[src/mfmf_pkg.sv]
// Shared constants and types for the motor feedback multi-turn filter.
// No dependencies.
`default_nettype none
package mfmf_pkg;
	localparam int MUL_A_W = 49;
	localparam int MUL_B_W = 18;
	localparam int MUL_P_W = MUL_A_W + MUL_B_W;
	localparam int MOD_U_W = 50;
	localparam int PI_Q16 = 205887;
	localparam int TWO_PI_Q16 = 411775;
	localparam longint unsigned MOD_BIAS = (64'd1 << 48) % 64'd411775;
	localparam logic [47:0] ANGLE_MAX = 48'h7FFF_FFFF_FFFF;
	localparam logic [17:0] ALPHA_ONE = 18'h10000;

	typedef enum logic [2:0] {
		REG_SPEED_ALPHA    = 3'd0,
		REG_CURRENT_ALPHA  = 3'd1,
		REG_VELOCITY_SCALE = 3'd2,
		REG_POSITION_SCALE = 3'd3,
		REG_ZERO_OFFSET    = 3'd4
	} cfg_reg_t;
endpackage
`default_nettype wire

[src/mfmf_sermul.sv]
// Bit-serial signed shift-add multiplier, one multiplier bit per cycle.
// No dependencies.
`default_nettype none
module mfmf_sermul #(
	parameter int WA = 49,
	parameter int WB = 18
) (
	input  wire logic                     clk,
	input  wire logic                     arst_n,
	input  wire logic                     start,
	input  wire logic signed [WA-1:0]     a,
	input  wire logic signed [WB-1:0]     b,
	output logic                          done,
	output logic signed [WA+WB-1:0]       prod
);
	localparam int PW = WA + WB;
	localparam int CW = $clog2(WB);

	logic signed [PW-1:0] aa_q, acc_q, term;
	logic [WB-1:0] bb_q;
	logic [CW-1:0] cnt_q;
	logic busy_q, done_q, last;

	assign term = bb_q[0] ? aa_q : '0;
	assign last = (cnt_q == CW'(WB - 1));

	always_ff @(posedge clk or negedge arst_n) begin
		if (!arst_n) begin
			busy_q <= 1'b0;
			done_q <= 1'b0;
			cnt_q <= '0;
		end else begin
			done_q <= !start && busy_q && last;
			if (start) begin
				busy_q <= 1'b1;
				cnt_q <= '0;
			end else if (busy_q) begin
				cnt_q <= cnt_q + CW'(1);
				if (last) begin
					busy_q <= 1'b0;
				end
			end
		end
	end

	// sign bit of b carries negative weight
	always_ff @(posedge clk) begin
		if (start) begin
			aa_q <= {{WB{a[WA-1]}}, a};
			bb_q <= b;
			acc_q <= '0;
		end else if (busy_q) begin
			acc_q <= last ? acc_q - term : acc_q + term;
			aa_q <= aa_q <<< 1;
			bb_q <= bb_q >> 1;
		end
	end

	assign done = done_q;
	assign prod = acc_q;
endmodule
`default_nettype wire

[src/mfmf_sermod.sv]
// Bit-serial restoring remainder by a constant modulus, one dividend bit per cycle.
// No dependencies.
`default_nettype none
module mfmf_sermod #(
	parameter int UW = 50,
	parameter int M = 411775
) (
	input  wire logic                       clk,
	input  wire logic                       arst_n,
	input  wire logic                       start,
	input  wire logic [UW-1:0]              u,
	output logic                            done,
	output logic [$clog2(M)-1:0]            rem
);
	localparam int RW = $clog2(M) + 1;
	localparam int CW = $clog2(UW);

	logic [RW-1:0] rem_q, t;
	logic [UW-1:0] sh_q;
	logic [CW-1:0] cnt_q;
	logic busy_q, done_q, last;

	assign t = {rem_q[RW-2:0], sh_q[UW-1]};
	assign last = (cnt_q == CW'(UW - 1));

	always_ff @(posedge clk or negedge arst_n) begin
		if (!arst_n) begin
			busy_q <= 1'b0;
			done_q <= 1'b0;
			cnt_q <= '0;
		end else begin
			done_q <= !start && busy_q && last;
			if (start) begin
				busy_q <= 1'b1;
				cnt_q <= '0;
			end else if (busy_q) begin
				cnt_q <= cnt_q + CW'(1);
				if (last) begin
					busy_q <= 1'b0;
				end
			end
		end
	end

	always_ff @(posedge clk) begin
		if (start) begin
			sh_q <= u;
			rem_q <= '0;
		end else if (busy_q) begin
			sh_q <= sh_q << 1;
			rem_q <= (t >= RW'(M)) ? t - RW'(M) : t;
		end
	end

	assign done = done_q;
	assign rem = rem_q[RW-2:0];
endmodule
`default_nettype wire

[src/motor_feedback_multiturn_filter.sv]
// Motor feedback multi-turn filter: one frame in, one result out. A frame is
// taken only while the block is idle; once the result is in the output register the
// next frame can be accepted. Seven products run one after another through a
// single bit-serial multiplier, each with a start step, a shift per multiplier bit
// and a done step, and the wrapped angle then takes a serial remainder with
// hand-off states around it. A finished result waits in the output register
// while the next frame is taken. There is no clearing pass after reset.
// Uses mfmf_pkg, mfmf_sermul and mfmf_sermod.
`default_nettype none
module motor_feedback_multiturn_filter #(
	parameter int COUNTS_PER_TURN_BITS = 13,
	parameter int TURN_BITS = 24
) (
	input  wire logic                            clk,
	input  wire logic                            arst_n,
	input  wire logic                            cfg_we,
	input  wire logic [2:0]                      cfg_index,
	input  wire logic [31:0]                     cfg_data,
	input  wire logic                            in_valid,
	output logic                                 in_ready,
	input  wire logic [COUNTS_PER_TURN_BITS-1:0] angle_raw,
	input  wire logic signed [15:0]              speed_raw,
	input  wire logic signed [15:0]              current_raw,
	input  wire logic [7:0]                      temperature_raw,
	output logic                                 out_valid,
	input  wire logic                            out_ready,
	output logic signed [31:0]                   speed_filtered,
	output logic signed [31:0]                   current_filtered,
	output logic signed [TURN_BITS-1:0]          turn_total,
	output logic signed [47:0]                   angle_total,
	output logic signed [18:0]                   angle_wrapped,
	output logic [7:0]                           temperature
);
	import mfmf_pkg::*;

	localparam int C = COUNTS_PER_TURN_BITS;
	localparam int T = TURN_BITS;
	localparam int MAG_W = T + C;
	localparam int CNT_W = T + C + 1;
	localparam int PW = MUL_P_W;
	localparam int QW = PW + 16;
	localparam int REM_W = $clog2(TWO_PI_Q16);
	localparam logic [C-1:0] HALF_TURN = {1'b1, {(C-1){1'b0}}};
	localparam logic [T-1:0] TURN_MIN = {1'b1, {(T-1){1'b0}}};
	localparam logic [T-1:0] TURN_MAX = {1'b0, {(T-1){1'b1}}};

	typedef enum logic [3:0] {
		ST_IDLE, ST_SPD_X, ST_SPD_Y, ST_SPD_AX, ST_CUR_Y, ST_CUR_AX,
		ST_ANG_LO, ST_ANG_HI, ST_MOD_GO, ST_MOD, ST_OUT
	} state_t;

	function automatic logic signed [31:0] sat32(input logic signed [PW-1:0] v);
		logic signed [PW-1:0] hi, lo;
		hi = $signed({{(PW-32){1'b0}}, 32'h7FFF_FFFF});
		lo = $signed({{(PW-32){1'b1}}, 32'h8000_0000});
		if (v > hi) return 32'sh7FFF_FFFF;
		if (v < lo) return 32'sh8000_0000;
		return v[31:0];
	endfunction

	state_t state_q;
	logic [15:0] speed_alpha_q, current_alpha_q;
	logic signed [31:0] velocity_scale_q;
	logic [31:0] position_scale_q;
	logic [12:0] zero_offset_q;

	logic [C-1:0] prev_count_q;
	logic [T-1:0] turns_q;
	logic signed [31:0] speed_acc_q, current_acc_q;

	logic signed [15:0] current_q;
	logic [7:0] temp_q;
	logic [MAG_W-1:0] mag_q;
	logic neg_q;
	logic signed [47:0] x_q, angle_q;
	logic signed [PW-1:0] sum_q;
	logic signed [18:0] wrapped_q;

	logic mul_start_q, mod_start_q;
	logic signed [MUL_A_W-1:0] mul_a_q;
	logic signed [MUL_B_W-1:0] mul_b_q;
	logic mul_done, mod_done;
	logic signed [PW-1:0] prod;
	logic [REM_W-1:0] rem;

	// frame decode: wrap detection and count magnitude
	logic [C:0] diff;
	logic wrap_dn, wrap_up;
	logic [T-1:0] turns_n;
	logic [28:0] zo_wide;
	logic signed [CNT_W-1:0] counts;
	logic [CNT_W-1:0] counts_abs;

	assign diff = {1'b0, angle_raw} - {1'b0, prev_count_q};
	assign wrap_dn = !diff[C] && (diff[C-1:0] > HALF_TURN);
	assign wrap_up = diff[C] && (diff[C-1:0] < HALF_TURN);

	always_comb begin
		turns_n = turns_q;
		if (wrap_dn && turns_q != TURN_MIN) turns_n = turns_q - T'(1);
		else if (wrap_up && turns_q != TURN_MAX) turns_n = turns_q + T'(1);
	end

	assign zo_wide = {16'b0, zero_offset_q};
	assign counts = $signed({turns_n[T-1], turns_n, {C{1'b0}}})
		+ $signed({{(T+1){1'b0}}, angle_raw})
		- $signed({{(T+1){1'b0}}, zo_wide[C-1:0]});
	assign counts_abs = counts[CNT_W-1] ? -counts : counts;

	// filter and angle post-processing
	logic signed [PW-1:0] spd_sum, cur_sum;
	logic [QW-1:0] qf;
	logic [PW-1:0] q;
	logic [47:0] qs;
	logic [MOD_U_W-1:0] mod_u;
	logic signed [REM_W+1:0] r1, r2;

	assign spd_sum = (sum_q + prod) >>> 16;
	assign cur_sum = (sum_q + (prod <<< 16)) >>> 16;
	assign qf = {16'b0, sum_q} + {prod, 16'b0};
	assign q = qf[QW-1:16];
	assign qs = (q > {{(PW-48){1'b0}}, ANGLE_MAX})
		? (neg_q ? 48'h8000_0000_0000 : ANGLE_MAX) : q[47:0];
	assign mod_u = {{(MOD_U_W-48){angle_q[47]}}, angle_q}
		+ MOD_U_W'(PI_Q16) + (MOD_U_W'(1) << 48);

	always_comb begin
		r1 = $signed({2'b0, rem}) - $signed((REM_W+2)'(MOD_BIAS));
		if (r1 < 0) r1 = r1 + $signed((REM_W+2)'(TWO_PI_Q16));
		r2 = r1 - $signed((REM_W+2)'(PI_Q16));
	end

	mfmf_sermul #(.WA(MUL_A_W), .WB(MUL_B_W)) u_mul (
		.clk(clk), .arst_n(arst_n), .start(mul_start_q),
		.a(mul_a_q), .b(mul_b_q), .done(mul_done), .prod(prod)
	);

	mfmf_sermod #(.UW(MOD_U_W), .M(TWO_PI_Q16)) u_mod (
		.clk(clk), .arst_n(arst_n), .start(mod_start_q),
		.u(mod_u), .done(mod_done), .rem(rem)
	);

	assign in_ready = (state_q == ST_IDLE);

	always_ff @(posedge clk or negedge arst_n) begin
		if (!arst_n) begin
			state_q <= ST_IDLE;
			speed_alpha_q <= 16'd6554;
			current_alpha_q <= 16'd6554;
			velocity_scale_q <= 32'sd6861;
			position_scale_q <= 32'd3294199;
			zero_offset_q <= '0;
			prev_count_q <= '0;
			turns_q <= '0;
			speed_acc_q <= '0;
			current_acc_q <= '0;
			current_q <= '0;
			temp_q <= '0;
			mag_q <= '0;
			neg_q <= 1'b0;
			x_q <= '0;
			angle_q <= '0;
			sum_q <= '0;
			wrapped_q <= '0;
			mul_start_q <= 1'b0;
			mod_start_q <= 1'b0;
			mul_a_q <= '0;
			mul_b_q <= '0;
			out_valid <= 1'b0;
			speed_filtered <= '0;
			current_filtered <= '0;
			turn_total <= '0;
			angle_total <= '0;
			angle_wrapped <= '0;
			temperature <= '0;
		end else begin
			if (out_valid && out_ready && state_q != ST_OUT) out_valid <= 1'b0;

			if (cfg_we) begin
				unique case (cfg_index)
					REG_SPEED_ALPHA: speed_alpha_q <= cfg_data[15:0];
					REG_CURRENT_ALPHA: current_alpha_q <= cfg_data[15:0];
					REG_VELOCITY_SCALE: velocity_scale_q <= cfg_data;
					REG_POSITION_SCALE: position_scale_q <= cfg_data;
					REG_ZERO_OFFSET: zero_offset_q <= cfg_data[12:0];
					default: ;
				endcase
			end

			unique case (state_q)
				ST_IDLE: begin
					mul_start_q <= in_valid;
					if (in_valid) begin
						prev_count_q <= angle_raw;
						turns_q <= turns_n;
						mag_q <= counts_abs[MAG_W-1:0];
						neg_q <= counts[CNT_W-1];
						current_q <= current_raw;
						temp_q <= temperature_raw;
						mul_a_q <= {{(MUL_A_W-32){velocity_scale_q[31]}}, velocity_scale_q};
						mul_b_q <= {{(MUL_B_W-16){speed_raw[15]}}, speed_raw};
						state_q <= ST_SPD_X;
					end
				end
				ST_SPD_X: begin
					mul_start_q <= mul_done;
					if (mul_done) begin
						x_q <= prod[47:0];
						mul_a_q <= {{(MUL_A_W-32){speed_acc_q[31]}}, speed_acc_q};
						mul_b_q <= ALPHA_ONE - {2'b0, speed_alpha_q};
						state_q <= ST_SPD_Y;
					end
				end
				ST_SPD_Y: begin
					mul_start_q <= mul_done;
					if (mul_done) begin
						sum_q <= prod + PW'(32768);
						mul_a_q <= {{(MUL_A_W-48){x_q[47]}}, x_q};
						mul_b_q <= {2'b0, speed_alpha_q};
						state_q <= ST_SPD_AX;
					end
				end
				ST_SPD_AX: begin
					mul_start_q <= mul_done;
					if (mul_done) begin
						speed_acc_q <= sat32(spd_sum);
						mul_a_q <= {{(MUL_A_W-32){current_acc_q[31]}}, current_acc_q};
						mul_b_q <= ALPHA_ONE - {2'b0, current_alpha_q};
						state_q <= ST_CUR_Y;
					end
				end
				ST_CUR_Y: begin
					mul_start_q <= mul_done;
					if (mul_done) begin
						sum_q <= prod + PW'(32768);
						mul_a_q <= {{(MUL_A_W-16){current_q[15]}}, current_q};
						mul_b_q <= {2'b0, current_alpha_q};
						state_q <= ST_CUR_AX;
					end
				end
				ST_CUR_AX: begin
					mul_start_q <= mul_done;
					if (mul_done) begin
						current_acc_q <= sat32(cur_sum);
						mul_a_q <= {{(MUL_A_W-MAG_W){1'b0}}, mag_q};
						mul_b_q <= {2'b0, position_scale_q[15:0]};
						state_q <= ST_ANG_LO;
					end
				end
				ST_ANG_LO: begin
					mul_start_q <= mul_done;
					if (mul_done) begin
						sum_q <= prod + PW'(32768);
						mul_a_q <= {{(MUL_A_W-MAG_W){1'b0}}, mag_q};
						mul_b_q <= {2'b0, position_scale_q[31:16]};
						state_q <= ST_ANG_HI;
					end
				end
				ST_ANG_HI: begin
					mul_start_q <= 1'b0;
					if (mul_done) begin
						angle_q <= neg_q ? -$signed(qs) : $signed(qs);
						state_q <= ST_MOD_GO;
					end
				end
				ST_MOD_GO: begin
					mod_start_q <= 1'b1;
					state_q <= ST_MOD;
				end
				ST_MOD: begin
					mod_start_q <= 1'b0;
					if (mod_done) begin
						wrapped_q <= r2[18:0];
						state_q <= ST_OUT;
					end
				end
				ST_OUT: begin
					if (!out_valid || out_ready) begin
						out_valid <= 1'b1;
						speed_filtered <= speed_acc_q;
						current_filtered <= current_acc_q;
						turn_total <= turns_q;
						angle_total <= angle_q;
						angle_wrapped <= wrapped_q;
						temperature <= temp_q;
						state_q <= ST_IDLE;
					end
				end
				default: begin
					mul_start_q <= 1'b0;
					mod_start_q <= 1'b0;
					state_q <= ST_IDLE;
				end
			endcase
		end
	end
endmodule
`default_nettype wire

[config.mk]
export PLATFORM = sky130hd
export DESIGN_NAME = motor_feedback_multiturn_filter
export DESIGN_NICKNAME = d
export VERILOG_FILES = /design/src/mfmf_pkg.sv /design/src/mfmf_sermul.sv /design/src/mfmf_sermod.sv /design/src/motor_feedback_multiturn_filter.sv
export SDC_FILE = /design/constraint.sdc
export NUM_CORES = 2
export LEC_CHECK = 0
export BUFFER_PORTS_ARGS = -buffer_cell sky130_fd_sc_hd__buf_2
export CAP_MARGIN = 10
export CORE_MARGIN = 1.5
export CORE_UTILIZATION = 24
export DETAILED_ROUTE_END_ITERATION = 10
export PLACE_DENSITY = 0.46
export SYNTH_ARGS = -nofsm -noshare
export SYNTH_HDL_FRONTEND = slang
export SYNTH_SLANG_ARGS = --single-unit
[constraint.sdc]
create_clock -name clk -period 9.93 [get_ports clk]
set_input_delay 1.4895 -clock clk [delete_from_list [all_inputs] [get_ports clk]]
set_output_delay 1.4895 -clock clk [all_outputs]
set_load 0.02 [all_outputs]
# Word level (Yosys, flattened, before mapping)
# Cells that the tools add are included.
totals:
  reg_bits: 927
  latchBits: 0
  ram_bits: 0
  rom_bits: 0
  output_inout_bits: 165
  wordCells: 223
  memories: 0
op_classes:
  addsub: 23
  mul: 0
  div: 0
  n_lt_le_gt_ge: 9
  eq_ne: 30
  shift: 0
  n_mux: 79
  bitwise: 0
  n_reduce_logical: 42
ops:
  columns: ["operator", "n"]
  rows:
  - ["two-way mux 49 bit", 6]
  - ["case mux 49 bit (6 select lines)", 1]
  - ["two-way mux 67 bit", 4]
  - ["two-way mux 32 bit", 8]
  - ["adder 67 bit", 3]
  - ["two-way mux 18 bit", 9]
  - ["two-way mux 48 bit", 3]
  - ["case mux 18 bit (7 select lines)", 1]
  - ["> comparator 51 x 32 -> 1 bit (second input constant)", 2]
  - ["less-than comparator 51 x 32 -> 1 bit (second input constant)", 2]
  - ["two-way mux 50 bit", 2]
  - ["adder 67 x 83 -> 83 bit", 1]
  - ["adder 67 x 17 -> 67 bit (second input constant)", 1]
  - ["> comparator 67 x 47 -> 1 bit (second input constant)", 1]
  - ["subtractor 67 bit", 1]
  - ["adder 50 x 49 -> 50 bit (second input constant)", 1]
  - ["adder 48 x 19 -> 49 bit (second input constant)", 1]
  - ["two-way mux 24 bit", 2]
  - ["negator 48 bit", 1]
  - ["case mux 4 bit (11 select lines)", 1]
  - ["two-way mux 4 bit", 10]
  - ["adder 37 x 14 -> 38 bit", 1]
  - ["two-way mux 19 bit", 2]
  - ["subtractor 19 bit (second input constant)", 2]
  - ["other kinds (50)", 117]

# Logic depth before layout (Yosys ltp)
depth:
  word_depth: 10
  ltp_mapped: 32
  ltp_nobuf: 31

# Cells and area by module
# From an unflattened synthesis, not the netlist that was laid out.
unflattened:
  hier_cells: 6535
  area_unflattened_um2: 59226.8
modules_own_cells:
  columns: ["module", "n_inst", "cells_per_inst", "area_per_inst_um2"]
  rows:
  - ["motor_feedback_multiturn_filter", 1, 4881, 43783.2]
  - ["mfmf_sermul", 1, 1368, 11812.6]
  - ["mfmf_sermod", 1, 286, 3631.0]

# Worst setup path before layout
# No wires, ideal clock.
synth_timing:
  path_type: "reg2reg"
  startpoint: "register u_mul.acc_q[0], in the netlist u_mul.prod[0]"
  endpoint: "register angle_q[40]"
  t_arrival_ns: 6.572
  required_ns: 9.809
  path_slack_ns: 3.237
  stages_incl_launch_ff: 32
  synth_period_minus_slack_ns: 6.693
  path_cell_list: "dfxtp_1 -> ha_1 -> inv_1 -> fa_1 -> nor2b_1 -> o31a_1 -> o21ai_0 -> nand3_1 -> a41oi_1 -> o31a_1 -> o31ai_1 -> a21boi_0 -> and4_1 -> nor4_1 -> and4_1 -> and4_1 -> clkbuf_1 -> nand2_1 -> o21ai_0 -> ha_1 -> nand2_1 -> a211oi_1 -> nand4_1 -> a2111oi_0 -> o2111ai_1 -> nor4_1 -> nand4_1 -> or4_1 -> o31ai_1 -> xor2_1 -> nand2_1 -> a22o_1"
synth_via:
  elab_chain_len: 5
synth_lines:
  columns: ["element", "line_no", "source"]
  rows:
  - ["start: declaration", "mfmf_sermul.sv:19", "logic signed [PW-1:0] aa_q, acc_q, term;"]
  - ["start signal: assignment", "mfmf_sermul.sv:53", "acc_q <= last ? acc_q - term : acc_q + term;"]
  - ["adder 67 x 83 -> 83 bit (*)", "motor_feedback_multiturn_filter.sv:120", "assign qf = {16'b0, sum_q} + {prod, 16'b0};"]
  - ["> comparator 67 x 47 -> 1 bit", "motor_feedback_multiturn_filter.sv:122", "assign qs = (q > {{(PW-48){1'b0}}, ANGLE_MAX})"]
  - ["two-way mux 48 bit (*)", "motor_feedback_multiturn_filter.sv:123", "? (neg_q ? 48'h8000_0000_0000 : ANGLE_MAX) : q[47:0];"]
  - ["negator 48 bit", "motor_feedback_multiturn_filter.sv:262", "angle_q <= neg_q ? -$signed(qs) : $signed(qs);"]
  - ["two-way mux 48 bit (*)", "motor_feedback_multiturn_filter.sv:262", null]
  - ["end signal: assignment", "motor_feedback_multiturn_filter.sv:262", null]
  - ["end: declaration", "motor_feedback_multiturn_filter.sv:75", "logic signed [47:0] x_q, angle_q;"]
# Mark *: on every way between the ends. The rest lies on a longest branch, timed or not.
# A chain may end at the register's enable or synchronous reset.

# Final worst setup path
layout_timing:
  startpoint: "register sum_q[18]"
  endpoint: "register angle_q[46]"
layout_via:
  elab_chain_len: 5
layout_lines:
  columns: ["element", "line_no", "source"]
  rows:
  - ["start: declaration", "motor_feedback_multiturn_filter.sv:76", "logic signed [PW-1:0] sum_q;"]
  - ["start signal: assignment", "motor_feedback_multiturn_filter.sv:217", "sum_q <= prod + PW'(32768);"]
  - ["start signal: assignment", "motor_feedback_multiturn_filter.sv:235", "sum_q <= prod + PW'(32768);"]
  - ["start signal: assignment", "motor_feedback_multiturn_filter.sv:253", "sum_q <= prod + PW'(32768);"]
  - ["adder 67 x 83 -> 83 bit (*)", "motor_feedback_multiturn_filter.sv:120", null]
  - ["> comparator 67 x 47 -> 1 bit", "motor_feedback_multiturn_filter.sv:122", null]
  - ["two-way mux 48 bit (*)", "motor_feedback_multiturn_filter.sv:123", null]
  - ["negator 48 bit", "motor_feedback_multiturn_filter.sv:262", null]
  - ["two-way mux 48 bit (*)", "motor_feedback_multiturn_filter.sv:262", null]
# Marks and branches as above.

==> metrics.cfg <==
[run_status]
outcome=finished clean

[final_layout]
areaGrowthSynthToFinish_pct=14.8
drive_gt1_frac=0.159
layout_commonest_cell=nand2_1
nets=6760
final_area_um2=66300
most-common-layout-cells=nand2_1, dfrtp_1, nor2_1

[timing]
hold_viol_final=0
maxSlewHeadroom=0.0874
grt_setup_unrepaired=false
worst_pin_slew_ns=1.37
finClkSkew_ns=0.0585
setup_tns_ns=0
hold_slack_ns=0.468
fin_crit_sh=0.893
setup_slack_ns=1.06
setup_viol=0
fin_crit_ns=8.87
drv_slew=0
clock.fmax_ghz=0.113

[clock_network]
clk_pin_slew_ns=0.06
clk_latency_ns=0.80
cts_max_level=3
post-cts-setup-buffers=0
post_cts_resized=0
cts.path.max_buffers=3
numCtsBuffers=106
hold_buffers=0
cts_tree=built
cts_root_buf=clkbuf_16
clkSinkCount=926

[placed_design]
dp_hpwl_mm=158
place_area_um2=62600
gp_congestion=0.902
pre_cts_ws_ns=1.20
portBuffers=257

[synthesis]
synthesis.nets=6647
synth.avg_cell_area_um2=9.13
synth_warnings=0
synth_fa_ha_area_frac=0.0508
synthFlopType=dfrtp_1
ys_ff_latch=926
synthArstFlopShare=0.761
synth_top_family_by_area=compound AO/OA/AOI/OAI gates
synth_cell_types=102
ys_seq_area_frac=0.406
yosys.area_share.simple=0.174
synthXorXnorAreaFrac=0.0725
synthMuxAreaShare=0.0862
synth-compound-area-share=0.179
syn_inst=6322
synth_edf_count=135
syn_area_um2=57700

[setup_path]
critical_path.slowest_cell=a2111oi_0
arrival_ns=9.56
start_kind=flip-flop
cp.required_ns=10.62
cp_top_family=compound AO/OA/AOI/OAI gates
path_buf_inv=0
cpMostUsedCell=nand4_1
slowest_delay_ns=0.94
path_class=flip-flop to flip-flop
cp-end-kind=flip-flop
worst-path-max-fanout=6

[detailed_routing]
via_per_inst=5.08
drc=0
wl_per_cell_um=21.4
dr.pass1.iters=9
drt-total-wl_mm=208
drt_iter0_drc=4263
vias=49200
antenna_left=0

[power]
cellPowerDensity_nw_per_um2=389
ir_drop_mv=0.181
p_leak_uw=0.0288
power_uw=25800

[flow_run]
cap_violations=0

[die]
core-area_um2=239000
rows=179
die-area_um2=244000
die_h_um=493
start_util=0.242
pin_count=258
die_w_um=493

[grt]
grt_remaining_overflow=0
grt_use_total=0.166
grt_pass1_vias=47400
grt_max_degree=160
grt_pass1_wl_mm=312
antenna_found_initial=20

[hold_path]
hp-class=flip-flop to flip-flop

-- layer usage --
metal / global-route usage / part of all wire / wire length, um / vias up
li1: - / - / - / 23100
met1: 0.247 / 0.49 / 103000 / 24400
met2: 0.245 / 0.42 / 87300 / 1445
met3: 0.0262 / 0.058 / 12000 / 259
met4: 0.0481 / 0.028 / 5890 / 16
met5: 0 / 0.00050 / 103 / -
-- cell usage after synthesis, drive strengths merged, types with 65 or more instances --
| library cell | instances | area (um2) |
|---|---|---|
| mux2i | 65 | 651 |
| nand4 | 88 | 566 |
| a21oi | 395 | 1980 |
| nand2 | 868 | 3260 |
| o21ai | 461 | 2310 |
| dfrtp | 670 | 16800 |
| a21o | 107 | 803 |
| nand3 | 166 | 836 |
| clkbuf | 303 | 1140 |
| edfxtp | 135 | 4050 |
| ha | 228 | 2850 |
| nor2 | 480 | 1800 |
| dfxtp | 86 | 1720 |
| xnor2 | 252 | 2230 |
| xor2 | 223 | 1950 |
| mux2 | 384 | 4320 |
| inv | 137 | 514 |
| nor3 | 117 | 591 |
-- tightest hold or removal path, stage by stage, from the launching register on --
cell,delay (ns)
dfrtp_1,0.34
nand2_1,0.05
nand2_1,0.05
-- final cells by class --
| class | instances | area (um2) |
|---|---|---|
| Clock inverter | 50 | 679 |
| Multi-Input combinational cell | 4915 | 32600 |
| Clock buffer | 151 | 3040 |
| Fill cell | 25400 | 172000 |
| Sequential cell | 926 | 23500 |
| Inverter | 139 | 523 |
| Tap cell | 3167 | 3960 |
| Timing Repair Buffer | 347 | 2020 |
| Antenna cell | 2 | 5.00 |
-- kinds of logic (layout without fill, tap and decap cells) --
family	Yosys count	after routing
multiplexers	449	449
flip-flops	926	926
adder cells (fa/ha/maj)	232	232
AO/OA/AOI/OAI	1598	1598
AND/OR/NAND/NOR	2161	2161
XOR/XNOR	475	475
buffers and inverters	481	687
other	0	2
-- path summary, 6_finish.rpt --
check                                               to                   from  cells after the start  slack, ns
min in group asynchronous  prev_count_q[5]$_DFFE_PN0P_                 arst_n                      1       0.70
max in group asynchronous       mul_b_q[9]$_DFFE_PN0P_                 arst_n                      3       7.08
min                              temp_q[2]$_DFFE_PN0P_  temp_q[2]$_DFFE_PN0P_                      2       0.47
min reg2reg                      temp_q[2]$_DFFE_PN0P_  temp_q[2]$_DFFE_PN0P_                      2       0.47
max                            angle_q[46]$_DFFE_PN0P_  sum_q[18]$_DFFE_PN0P_                     28       1.06
max reg2reg                    angle_q[46]$_DFFE_PN0P_  sum_q[18]$_DFFE_PN0P_                     28       1.06
-- stage by stage --
stage | util | cells
after CTS | 0.278 | 9695
after floorplan | - | 6322
after detailed placement | 0.262 | 9494
after global placement | 0.262 | 9494
final | 0.278 | 9697
after global routing | 0.278 | 9695
-- sequential cells by signal (all words and copies together) (netlist names), 19 cells and up --
signal / count
angle_total: 48
current_acc_q: 32
mag_q: 37
mul_a_q: 48
velocity_scale_q: 32
u_mul.prod: 67
x_q: 48
position_scale_q: 32
current_filtered: 32
speed_filtered: 32
sum_q: 67
speed_acc_q: 32
u_mod.rem_q: 19
u_mod.sh_q: 50
wrapped_q: 19
angle_wrapped: 19
u_mul.aa_q: 67
turn_total: 24
turns_q: 24
angle_q: 48
-- power breakdown --
part           total [uW]  leakage (uW)  switching, uW  internal (uW)
registers            6930        0.0113           1610           5320
logic               14700        0.0157           9160           5520
clock network        4200       0.00180           1810           2390
total               25800        0.0288          12600          13200
No activity file was read; power rests on OpenSTA's default activity.
